### src/rtl/scbc_pkg.sv
// Shared types and constants for the sparse cluster bitmask compressor.
package scbc_pkg;

    localparam int BYTE_W      = 8;
    localparam int BLOCK_BYTES = 8;
    localparam int BLOCK_W     = BLOCK_BYTES * BYTE_W;
    localparam int COUNT_W     = 16;
    localparam int QUEUE_DEPTH = 2;

    localparam int CFG_INDEX_W = 2;
    localparam int CFG_DATA_W  = 4;

    localparam logic [CFG_INDEX_W-1:0] CFG_SCALARS_PER_CLUSTER = 2'd0;
    localparam logic [CFG_INDEX_W-1:0] CFG_WINDOW_CLUSTERS     = 2'd1;
    localparam logic [CFG_INDEX_W-1:0] CFG_TRANSFER_CLUSTERS   = 2'd2;

    typedef struct packed {
        logic [1:0] scalars_per_cluster;
        logic [3:0] window_clusters;
        logic [2:0] transfer_clusters;
    } cfg_t;

endpackage

### src/rtl/scbc_front.sv
// Front end: collects scalars into the window and hands closed windows to the queue.
module scbc_front import scbc_pkg::*; #(
    parameter int CLUSTER_MAX = 2,
    parameter int WINDOW_MAX  = 8,
    parameter int ENTRY_W     = 1 + WINDOW_MAX + WINDOW_MAX * CLUSTER_MAX * BYTE_W
) (
    input  logic               aclk,
    input  logic               aresetn,
    input  cfg_t               cfg,
    input  logic               in_valid,
    output logic               in_ready,
    input  logic [BYTE_W-1:0]  in_value,
    input  logic               in_eog,
    input  logic               in_eos,
    input  logic               q_full,
    output logic               push,
    output logic [ENTRY_W-1:0] push_entry
);

    localparam int BUF_DEPTH = WINDOW_MAX * CLUSTER_MAX;
    localparam int POS_W     = $clog2(BUF_DEPTH + 1);
    localparam int IDX_W     = (BUF_DEPTH > 1) ? $clog2(BUF_DEPTH) : 1;
    localparam int CMP_W     = (POS_W > 6) ? POS_W : 6;
    localparam int DATA_W    = BUF_DEPTH * BYTE_W;

    logic [BYTE_W-1:0] buf_reg [BUF_DEPTH];
    logic [BYTE_W-1:0] bufw    [BUF_DEPTH];
    logic [POS_W-1:0]  pos_reg;
    logic [POS_W-1:0]  pos_next;
    logic [POS_W-1:0]  pos_inc;
    logic              pos_room;
    logic [5:0]        ws;
    logic              close;
    logic              acc;
    logic [DATA_W-1:0] win_data;
    logic [WINDOW_MAX-1:0] nz;

    assign in_ready = !q_full;
    assign acc      = in_valid && in_ready;
    assign pos_room = pos_reg < POS_W'(BUF_DEPTH);
    assign pos_inc  = pos_room ? pos_reg + POS_W'(1) : pos_reg;
    assign ws       = {2'b00, cfg.window_clusters} * {4'b0000, cfg.scalars_per_cluster};
    assign close    = (CMP_W'(pos_inc) >= CMP_W'(ws)) || in_eog || in_eos;
    assign push     = acc && close;
    assign pos_next = close ? '0 : pos_inc;

    // window as it stands once the incoming scalar is in place
    always_comb begin
        for (int i = 0; i < BUF_DEPTH; i++) begin
            bufw[i] = (pos_room && pos_reg[IDX_W-1:0] == IDX_W'(i)) ? in_value : buf_reg[i];
        end
    end

    // regroup into clusters; scalars not yet received or beyond the window read as zero
    always_comb begin
        logic [BYTE_W-1:0] b;
        win_data = '0;
        nz       = '0;
        for (int c = 0; c < WINDOW_MAX; c++) begin
            for (int j = 0; j < CLUSTER_MAX; j++) begin
                b = '0;
                for (int k = 1; k <= CLUSTER_MAX; k++) begin
                    if (32'(cfg.scalars_per_cluster) == k && j < k
                        && c < 32'(cfg.window_clusters)
                        && (c * k + j) < 32'(pos_inc)) begin
                        b = bufw[c * k + j];
                    end
                end
                win_data[(c * CLUSTER_MAX + j) * BYTE_W +: BYTE_W] = b;
                if (b != '0) begin
                    nz[c] = 1'b1;
                end
            end
        end
    end

    assign push_entry = {in_eos, nz, win_data};

    always_ff @(posedge aclk) begin
        if (!aresetn) begin
            pos_reg <= '0;
        end else if (acc) begin
            pos_reg <= pos_next;
        end
    end

    always_ff @(posedge aclk) begin
        if (acc && pos_room) begin
            buf_reg[pos_reg[IDX_W-1:0]] <= in_value;
        end
    end

endmodule

### src/rtl/scbc_queue.sv
// Short queue of closed windows between front and back end.
module scbc_queue import scbc_pkg::*; #(
    parameter int WIDTH = 137
) (
    input  logic             aclk,
    input  logic             aresetn,
    input  logic             push,
    input  logic [WIDTH-1:0] push_data,
    input  logic             pop,
    output logic [WIDTH-1:0] head,
    output logic             empty,
    output logic             full
);

    localparam int PTR_W = (QUEUE_DEPTH > 1) ? $clog2(QUEUE_DEPTH) : 1;
    localparam int CNT_W = $clog2(QUEUE_DEPTH + 1);

    logic [WIDTH-1:0] mem_reg [QUEUE_DEPTH];
    logic [PTR_W-1:0] wr_reg;
    logic [PTR_W-1:0] rd_reg;
    logic [CNT_W-1:0] cnt_reg;
    logic             do_push;
    logic             do_pop;

    assign empty   = cnt_reg == '0;
    assign full    = cnt_reg == CNT_W'(QUEUE_DEPTH);
    assign do_push = push && !full;
    assign do_pop  = pop && !empty;
    assign head    = mem_reg[rd_reg];

    always_ff @(posedge aclk) begin
        if (!aresetn) begin
            wr_reg  <= '0;
            rd_reg  <= '0;
            cnt_reg <= '0;
        end else begin
            if (do_push) begin
                wr_reg <= (wr_reg == PTR_W'(QUEUE_DEPTH - 1)) ? '0 : wr_reg + PTR_W'(1);
            end
            if (do_pop) begin
                rd_reg <= (rd_reg == PTR_W'(QUEUE_DEPTH - 1)) ? '0 : rd_reg + PTR_W'(1);
            end
            if (do_push && !do_pop) begin
                cnt_reg <= cnt_reg + CNT_W'(1);
            end else if (do_pop && !do_push) begin
                cnt_reg <= cnt_reg - CNT_W'(1);
            end
        end
    end

    always_ff @(posedge aclk) begin
        if (do_push) begin
            mem_reg[wr_reg] <= push_data;
        end
    end

endmodule

### src/rtl/scbc_back.sv
// Back end: emits the bitmask block and the packed data blocks of each window.
module scbc_back import scbc_pkg::*; #(
    parameter int CLUSTER_MAX  = 2,
    parameter int TRANSFER_MAX = 4,
    parameter int WINDOW_MAX   = 8,
    parameter int ENTRY_W      = 1 + WINDOW_MAX + WINDOW_MAX * CLUSTER_MAX * BYTE_W
) (
    input  logic                       aclk,
    input  logic                       aresetn,
    input  cfg_t                       cfg,
    input  logic                       q_empty,
    input  logic [ENTRY_W-1:0]         q_head,
    output logic                       pop,
    output logic                       m_tvalid,
    input  logic                       m_tready,
    output logic [BLOCK_W+COUNT_W-1:0] m_tdata,
    output logic                       m_tlast,
    output logic [1:0]                 m_tuser
);

    localparam int DATA_W = WINDOW_MAX * CLUSTER_MAX * BYTE_W;
    localparam int SLOT_W = $clog2(WINDOW_MAX + 1);

    typedef enum logic [1:0] {
        PH_MASK = 2'b01,
        PH_DATA = 2'b10
    } phase_t;

    phase_t                phase_reg;
    logic [WINDOW_MAX-1:0] rem_reg;
    logic [COUNT_W-1:0]    cnt_reg;
    logic                  valid_reg;
    logic [BLOCK_W-1:0]    block_reg;
    logic [COUNT_W-1:0]    bis_reg;
    logic                  isbm_reg;
    logic                  last_reg;
    logic                  done_reg;

    logic [DATA_W-1:0]     h_data;
    logic [WINDOW_MAX-1:0] h_mask;
    logic                  h_eos;
    logic                  fire;
    logic [BLOCK_W-1:0]    blk_mask;
    logic [BLOCK_W-1:0]    blk_data;
    logic [WINDOW_MAX-1:0] take;
    logic [WINDOW_MAX-1:0] rem_after;
    logic [SLOT_W-1:0]     slot [WINDOW_MAX];
    logic [BLOCK_W-1:0]    blk_next;
    logic                  is_mask;
    logic                  last_next;
    logic [COUNT_W-1:0]    cnt_inc;

    assign h_data  = q_head[DATA_W-1:0];
    assign h_mask  = q_head[DATA_W +: WINDOW_MAX];
    assign h_eos   = q_head[ENTRY_W-1];
    assign fire    = !q_empty && (!valid_reg || m_tready);
    assign cnt_inc = cnt_reg + COUNT_W'(1);

    always_comb begin
        blk_mask = '0;
        for (int i = 0; i < WINDOW_MAX && i < BLOCK_W; i++) begin
            blk_mask[i] = h_mask[i];
        end
    end

    // slot of each remaining nonzero cluster; take the first transfer_clusters of them
    always_comb begin
        logic [SLOT_W-1:0] run;
        run = '0;
        for (int c = 0; c < WINDOW_MAX; c++) begin
            slot[c] = run;
            take[c] = rem_reg[c] && (32'(run) < 32'(cfg.transfer_clusters));
            if (rem_reg[c]) begin
                run = run + SLOT_W'(1);
            end
        end
        rem_after = rem_reg & ~take;
    end

    always_comb begin
        blk_data = '0;
        for (int s = 0; s < TRANSFER_MAX; s++) begin
            for (int j = 0; j < CLUSTER_MAX; j++) begin
                if (s * CLUSTER_MAX + j < BLOCK_BYTES) begin
                    for (int c = 0; c < WINDOW_MAX; c++) begin
                        if (take[c] && 32'(slot[c]) == s) begin
                            blk_data[(s * CLUSTER_MAX + j) * BYTE_W +: BYTE_W] =
                                blk_data[(s * CLUSTER_MAX + j) * BYTE_W +: BYTE_W]
                                | h_data[(c * CLUSTER_MAX + j) * BYTE_W +: BYTE_W];
                        end
                    end
                end
            end
        end
    end

    always_comb begin
        unique case (phase_reg)
            PH_MASK: begin
                is_mask   = 1'b1;
                blk_next  = blk_mask;
                last_next = h_mask == '0;
            end
            PH_DATA: begin
                is_mask   = 1'b0;
                blk_next  = blk_data;
                last_next = rem_after == '0;
            end
            default: begin
                is_mask   = 1'b1;
                blk_next  = blk_mask;
                last_next = 1'b1;
            end
        endcase
    end

    assign pop = fire && last_next;

    always_ff @(posedge aclk) begin
        if (!aresetn) begin
            phase_reg <= PH_MASK;
            rem_reg   <= '0;
            cnt_reg   <= '0;
            valid_reg <= 1'b0;
        end else begin
            if (fire) begin
                valid_reg <= 1'b1;
                cnt_reg   <= (last_next && h_eos) ? '0 : cnt_inc;
                phase_reg <= last_next ? PH_MASK : PH_DATA;
                rem_reg   <= is_mask ? h_mask : rem_after;
            end else if (m_tready) begin
                valid_reg <= 1'b0;
            end
        end
    end

    always_ff @(posedge aclk) begin
        if (fire) begin
            block_reg <= blk_next;
            bis_reg   <= cnt_inc;
            isbm_reg  <= is_mask;
            last_reg  <= last_next;
            done_reg  <= last_next && h_eos;
        end
    end

    assign m_tvalid = valid_reg;
    assign m_tdata  = {bis_reg, block_reg};
    assign m_tlast  = last_reg;
    assign m_tuser  = {done_reg, isbm_reg};

endmodule

### src/rtl/sparse_cluster_bitmask_compressor.sv
// Top level of the sparse cluster bitmask compressor.
// Takes one scalar per cycle while the window queue has room; the back end emits one
// block per cycle while the queue holds a window and m_tready does not stall the output.
// A closing scalar's window goes into the queue, then its bitmask block is registered onto m_.
// Reset (aresetn low, synchronous) empties window, queue and output, clears the count.
module sparse_cluster_bitmask_compressor import scbc_pkg::*; #(
    parameter int CLUSTER_MAX  = 2,
    parameter int TRANSFER_MAX = 4,
    parameter int WINDOW_MAX   = 8
) (
    input  logic                       aclk,
    input  logic                       aresetn,
    // scalar input
    input  logic                       s_tvalid,
    output logic                       s_tready,
    input  logic signed [BYTE_W-1:0]   s_tdata,   // [7:0] value
    input  logic                       s_tlast,   // end_of_group
    input  logic [0:0]                 s_tuser,   // [0] end_of_stream
    // transfer block output
    output logic                       m_tvalid,
    input  logic                       m_tready,
    output logic [BLOCK_W+COUNT_W-1:0] m_tdata,   // [63:0] block, [79:64] blocks_in_stream
    output logic                       m_tlast,   // last_of_run
    output logic [1:0]                 m_tuser,   // [0] is_bitmask, [1] stream_done
    // register writes
    input  logic                       cfg_valid,
    output logic                       cfg_ready,
    input  logic [CFG_INDEX_W-1:0]     cfg_index,
    input  logic [CFG_DATA_W-1:0]      cfg_data
);

    localparam int ENTRY_W = 1 + WINDOW_MAX + WINDOW_MAX * CLUSTER_MAX * BYTE_W;

    // register reset values, saturated to what the parameters allow
    localparam logic [1:0] CS_RESET = 2'((CLUSTER_MAX < 2) ? CLUSTER_MAX : 2);
    localparam logic [3:0] WC_RESET = 4'((WINDOW_MAX < 8) ? WINDOW_MAX : 8);
    localparam logic [2:0] TC_RESET = 3'((TRANSFER_MAX < 4) ? TRANSFER_MAX : 4);

    cfg_t               cfg_reg;
    logic               q_full;
    logic               q_empty;
    logic               q_push;
    logic               q_pop;
    logic [ENTRY_W-1:0] q_in;
    logic [ENTRY_W-1:0] q_head;
    logic [1:0]         cs_w;
    logic [3:0]         wc_w;
    logic [2:0]         tc_w;

    // register writes are always taken
    assign cfg_ready = 1'b1;

    // saturate written values into the legal range
    always_comb begin
        cs_w = cfg_data[1:0];
        if (cs_w == '0) begin
            cs_w = 2'd1;
        end else if (32'(cs_w) > CLUSTER_MAX) begin
            cs_w = 2'(CLUSTER_MAX);
        end
        wc_w = cfg_data[3:0];
        if (wc_w == '0) begin
            wc_w = 4'd1;
        end else if (32'(wc_w) > WINDOW_MAX) begin
            wc_w = 4'(WINDOW_MAX);
        end
        tc_w = cfg_data[2:0];
        if (tc_w == '0) begin
            tc_w = 3'd1;
        end else if (32'(tc_w) > TRANSFER_MAX) begin
            tc_w = 3'(TRANSFER_MAX);
        end
    end

    // drop writes to indexes beyond the register list
    always_ff @(posedge aclk) begin
        if (!aresetn) begin
            cfg_reg.scalars_per_cluster <= CS_RESET;
            cfg_reg.window_clusters     <= WC_RESET;
            cfg_reg.transfer_clusters   <= TC_RESET;
        end else if (cfg_valid && cfg_ready) begin
            unique case (cfg_index)
                CFG_SCALARS_PER_CLUSTER: cfg_reg.scalars_per_cluster <= cs_w;
                CFG_WINDOW_CLUSTERS:     cfg_reg.window_clusters     <= wc_w;
                CFG_TRANSFER_CLUSTERS:   cfg_reg.transfer_clusters   <= tc_w;
                default: ;
            endcase
        end
    end

    // front: fill the window, close it, regroup into clusters and flag nonzero ones
    scbc_front #(
        .CLUSTER_MAX (CLUSTER_MAX),
        .WINDOW_MAX  (WINDOW_MAX),
        .ENTRY_W     (ENTRY_W)
    ) u_front (
        .aclk       (aclk),
        .aresetn    (aresetn),
        .cfg        (cfg_reg),
        .in_valid   (s_tvalid),
        .in_ready   (s_tready),
        .in_value   (s_tdata),
        .in_eog     (s_tlast),
        .in_eos     (s_tuser[0]),
        .q_full     (q_full),
        .push       (q_push),
        .push_entry (q_in)
    );

    // hold closed windows so the front keeps taking scalars while blocks drain
    scbc_queue #(
        .WIDTH (ENTRY_W)
    ) u_queue (
        .aclk      (aclk),
        .aresetn   (aresetn),
        .push      (q_push),
        .push_data (q_in),
        .pop       (q_pop),
        .head      (q_head),
        .empty     (q_empty),
        .full      (q_full)
    );

    // back: emit bitmask block, then packed data blocks, one per cycle while m_tready allows
    scbc_back #(
        .CLUSTER_MAX  (CLUSTER_MAX),
        .TRANSFER_MAX (TRANSFER_MAX),
        .WINDOW_MAX   (WINDOW_MAX),
        .ENTRY_W      (ENTRY_W)
    ) u_back (
        .aclk     (aclk),
        .aresetn  (aresetn),
        .cfg      (cfg_reg),
        .q_empty  (q_empty),
        .q_head   (q_head),
        .pop      (q_pop),
        .m_tvalid (m_tvalid),
        .m_tready (m_tready),
        .m_tdata  (m_tdata),
        .m_tlast  (m_tlast),
        .m_tuser  (m_tuser)
    );

endmodule

### config.mk
export PLATFORM = sky130hd
export DESIGN_NAME = sparse_cluster_bitmask_compressor
export DESIGN_NICKNAME = d
export VERILOG_FILES = /design/src/rtl/scbc_pkg.sv /design/src/rtl/scbc_front.sv /design/src/rtl/scbc_queue.sv /design/src/rtl/scbc_back.sv /design/src/rtl/sparse_cluster_bitmask_compressor.sv
export SDC_FILE = /design/constraint.sdc
export NUM_CORES = 1
export LEC_CHECK = 0
export ABC_AREA = 1
export CAP_MARGIN = 15
export CORE_ASPECT_RATIO = 2
export CORE_MARGIN = 5
export CORE_UTILIZATION = 38
export CTS_BUF_LIST = sky130_fd_sc_hd__clkbuf_2
export DETAILED_ROUTE_END_ITERATION = 10
export DONT_BUFFER_PORTS = 1
export SYNTH_ARGS = -nofsm -noshare
export SYNTH_HDL_FRONTEND = slang
export SYNTH_SLANG_ARGS = --single-unit
### constraint.sdc
create_clock -name aclk -period 11.4 [get_ports aclk]
set_clock_uncertainty 0.2 [all_clocks]
set_input_delay 2.28 -clock aclk [delete_from_list [all_inputs] [get_ports aclk]]
set_output_delay 2.28 -clock aclk [all_outputs]
set_load 0.05 [all_outputs]
==> results_dict.tcl <==
set metrics [dict create \
    regToRegSetupSlack_ps 5480 \
    ys_types 54 \
    final-seq-area_sq_mm 0.0155 \
    final_common_cell "edfxtp_1" \
    cp_common_cell "nand2_1" \
    dr.first_iter.drc_count 1705 \
    grt_usage 0.233 \
    path_clk_slew_ps 120 \
    min_period_ps 5920 \
    cts_tree "done" \
    crit_path_end_kind "register" \
    grt_setup_unrepaired "false" \
    grt_max_degree 138 \
    drive_above_1_share 0.122 \
    fin_hold_ws_ps 285 \
    yosysSeqAreaShare 0.596 \
    drtPass1Iterations 6 \
    row_count 135 \
    hold_viol 0 \
    yosys_warnings 0 \
    p_per_area_mw_per_mm2 241 \
    antenna_found_initial 3 \
    viasPerCell 5.49 \
    drv_slew 0 \
    clockBufferDepth 3 \
    avgRoutedWirePerCell_um 24.4 \
    worst_ep_required_time_ps 12350 \
    path_max_fanout 12 \
    fill_cells 6520 \
    die_w_um 195 \
    fmax_ghz 0.169 \
    async_flop_share 0 \
    synth_top_area_share 0.561 \
    layout.nets 2714 \
    place_congestion 1.01 \
    fin_area_sq_mm 0.0280 \
    grt_pass1_vias 19500 \
    status "complete, no violations" \
    insertion_delay_ps 1250 \
    postCtsResizedCells 0 \
    dp_cells 3429 \
    ir_drop_v 0.000230 \
    slowest_stage "dfxtp_1" \
    netlist_area_sq_mm 0.0260 \
    synth_largest_area_cell "edfxtp_1" \
    avgSynthCellArea_sq_um 9.90 \
    core_sq_mm 0.0677 \
    drc 0 \
    drv_cap 0 \
    synth-edff-count 485 \
    netlist_top_cells_area "edfxtp_1, nand2_1, o21ai_0" \
    synth-main-ff-cell "edfxtp_1" \
    fin_util 0.413 \
    setup_viol 0 \
    placed_area_sq_mm 0.0269 \
    overflow 0 \
    p_leak_nw 10.3 \
    worst_pin_slew_ps 1210 \
    ios 107 \
    numCtsBuffers 108 \
    syn-instance-count 2623 \
    dieArea_sq_mm 0.0740 \
    h-tree-depth 3 \
    die_h_um 380 \
    mostFrequentLayoutCells "edfxtp_1, nand2_1, o21ai_0, nor2_1, a21oi_1" \
    totalWireLength_mm 88.5 \
    start_kind "register" \
    dp_hpwl_mm 66.6 \
    hold_buffers 0 \
    slew_headroom 0.188 \
    worstHoldPathType "register to register" \
    synth-seq-cells 531 \
    synth_fp_nets 2688 \
    root_buffer "clkbuf_2" \
    drtAntennaViolNets 0 \
    cp.arrival_ps 6860 \
    grt_pass1_wl_mm 129 \
    crit_path_max_incr_delay_ps 450 \
    critPathKind "register to register" \
    clock_sinks 531 \
    cts_setup_buffers 0 \
    area_growth_pct 7.75 \
    portBuffers 0 \
    finalSetupTns_ps 0 \
    num_vias 19900 \
    multi_input_area_sq_mm 0.00922 \
    largest_reg_flops 274 \
    initial_utilization 0.383 \
    final_cells 3632 \
    timing.final.crit_share 0.519 \
]
## kinds of logic after synthesis
logic type,count (synthesis),share of synthesized area
AND/OR/NAND/NOR,1032,0.177
AO/OA/AOI/OAI,619,0.131
flip-flops,531,0.596
buffers and inverters,332,0.0503
multiplexers,45,0.0173
adder cells (fa/ha/maj),44,0.0215
XOR/XNOR,19,0.00641
other,1,0.000144
## stage by stage
step / total power [mW] / worst slack, ps
after CTS: 6.79 / 5510
after detailed placement: 5.54 / 5520
after global routing: 7.10 / 5000
after global placement: 5.52 / 5470
after floorplan: 4.69 / 2310
final: 6.75 / 5480
## cells in the mapped netlist, drive strengths merged (14+ instances only)
| master | n |
|---|---|
| nand4 | 18 |
| nor2 | 236 |
| o21ai | 252 |
| o22ai | 33 |
| inv | 218 |
| mux2i | 45 |
| edfxtp | 485 |
| clkbuf | 80 |
| a31oi | 39 |
| nor3 | 44 |
| ha | 43 |
| o211ai | 23 |
| nand3 | 126 |
| nor4 | 26 |
| a21oi | 225 |
| xor2 | 14 |
| nand2 | 485 |
| or2 | 92 |
| buf | 30 |
| dfxtp | 46 |
## critical path, delay by kind of cell (launching register included)
family	cells	cell delay [ps]
AND/OR/NAND/NOR	16	1490
flip-flops	1	450
AO/OA/AOI/OAI	6	910
buffers and inverters	6	780
adder cells (fa/ha/maj)	6	1980
## power by group
group | internal (mW) | switching [mW]
clock | 0.477 | 0.757
combinational | 0.568 | 1.85
sequential | 2.49 | 0.603
## path summary, 6_finish.rpt
check                                                      from                         endpoint  cells after the start
worst max-delay path             u_back.rem_reg[0]$_SDFFE_PN0P_  u_queue.cnt_reg[1]$_SDFFE_PN0P_                     34
worst min register to register  u_back.cnt_reg[10]$_SDFFE_PN0P_  u_back.cnt_reg[10]$_SDFFE_PN0P_                      2
worst max register to register   u_back.rem_reg[0]$_SDFFE_PN0P_  u_queue.cnt_reg[1]$_SDFFE_PN0P_                     34
worst min-delay path            u_back.cnt_reg[10]$_SDFFE_PN0P_  u_back.cnt_reg[10]$_SDFFE_PN0P_                      2
## layout make-up
type | instances | share of cell area
inverter | 222 | 0.0298
clock inverter | 43 | 0.0117
clock buffer | 156 | 0.0279
multi-input combinational | 1760 | 0.329
sequential | 531 | 0.554
tap | 890 | 0.0398
timing repair buffer | 26 | 0.00742
antenna | 4 | 0.000358
## layer usage
metal	part of all wire	vias up	wire length, um	global-route usage
met5	0	-	0	0
met4	0.090	0	8010	0.179
met3	0.056	257	4990	0.0402
met2	0.51	870	45000	0.413
met1	0.34	9471	30500	0.242
li1	-	9332	-	-
Power figures use the tool's default switching activity.
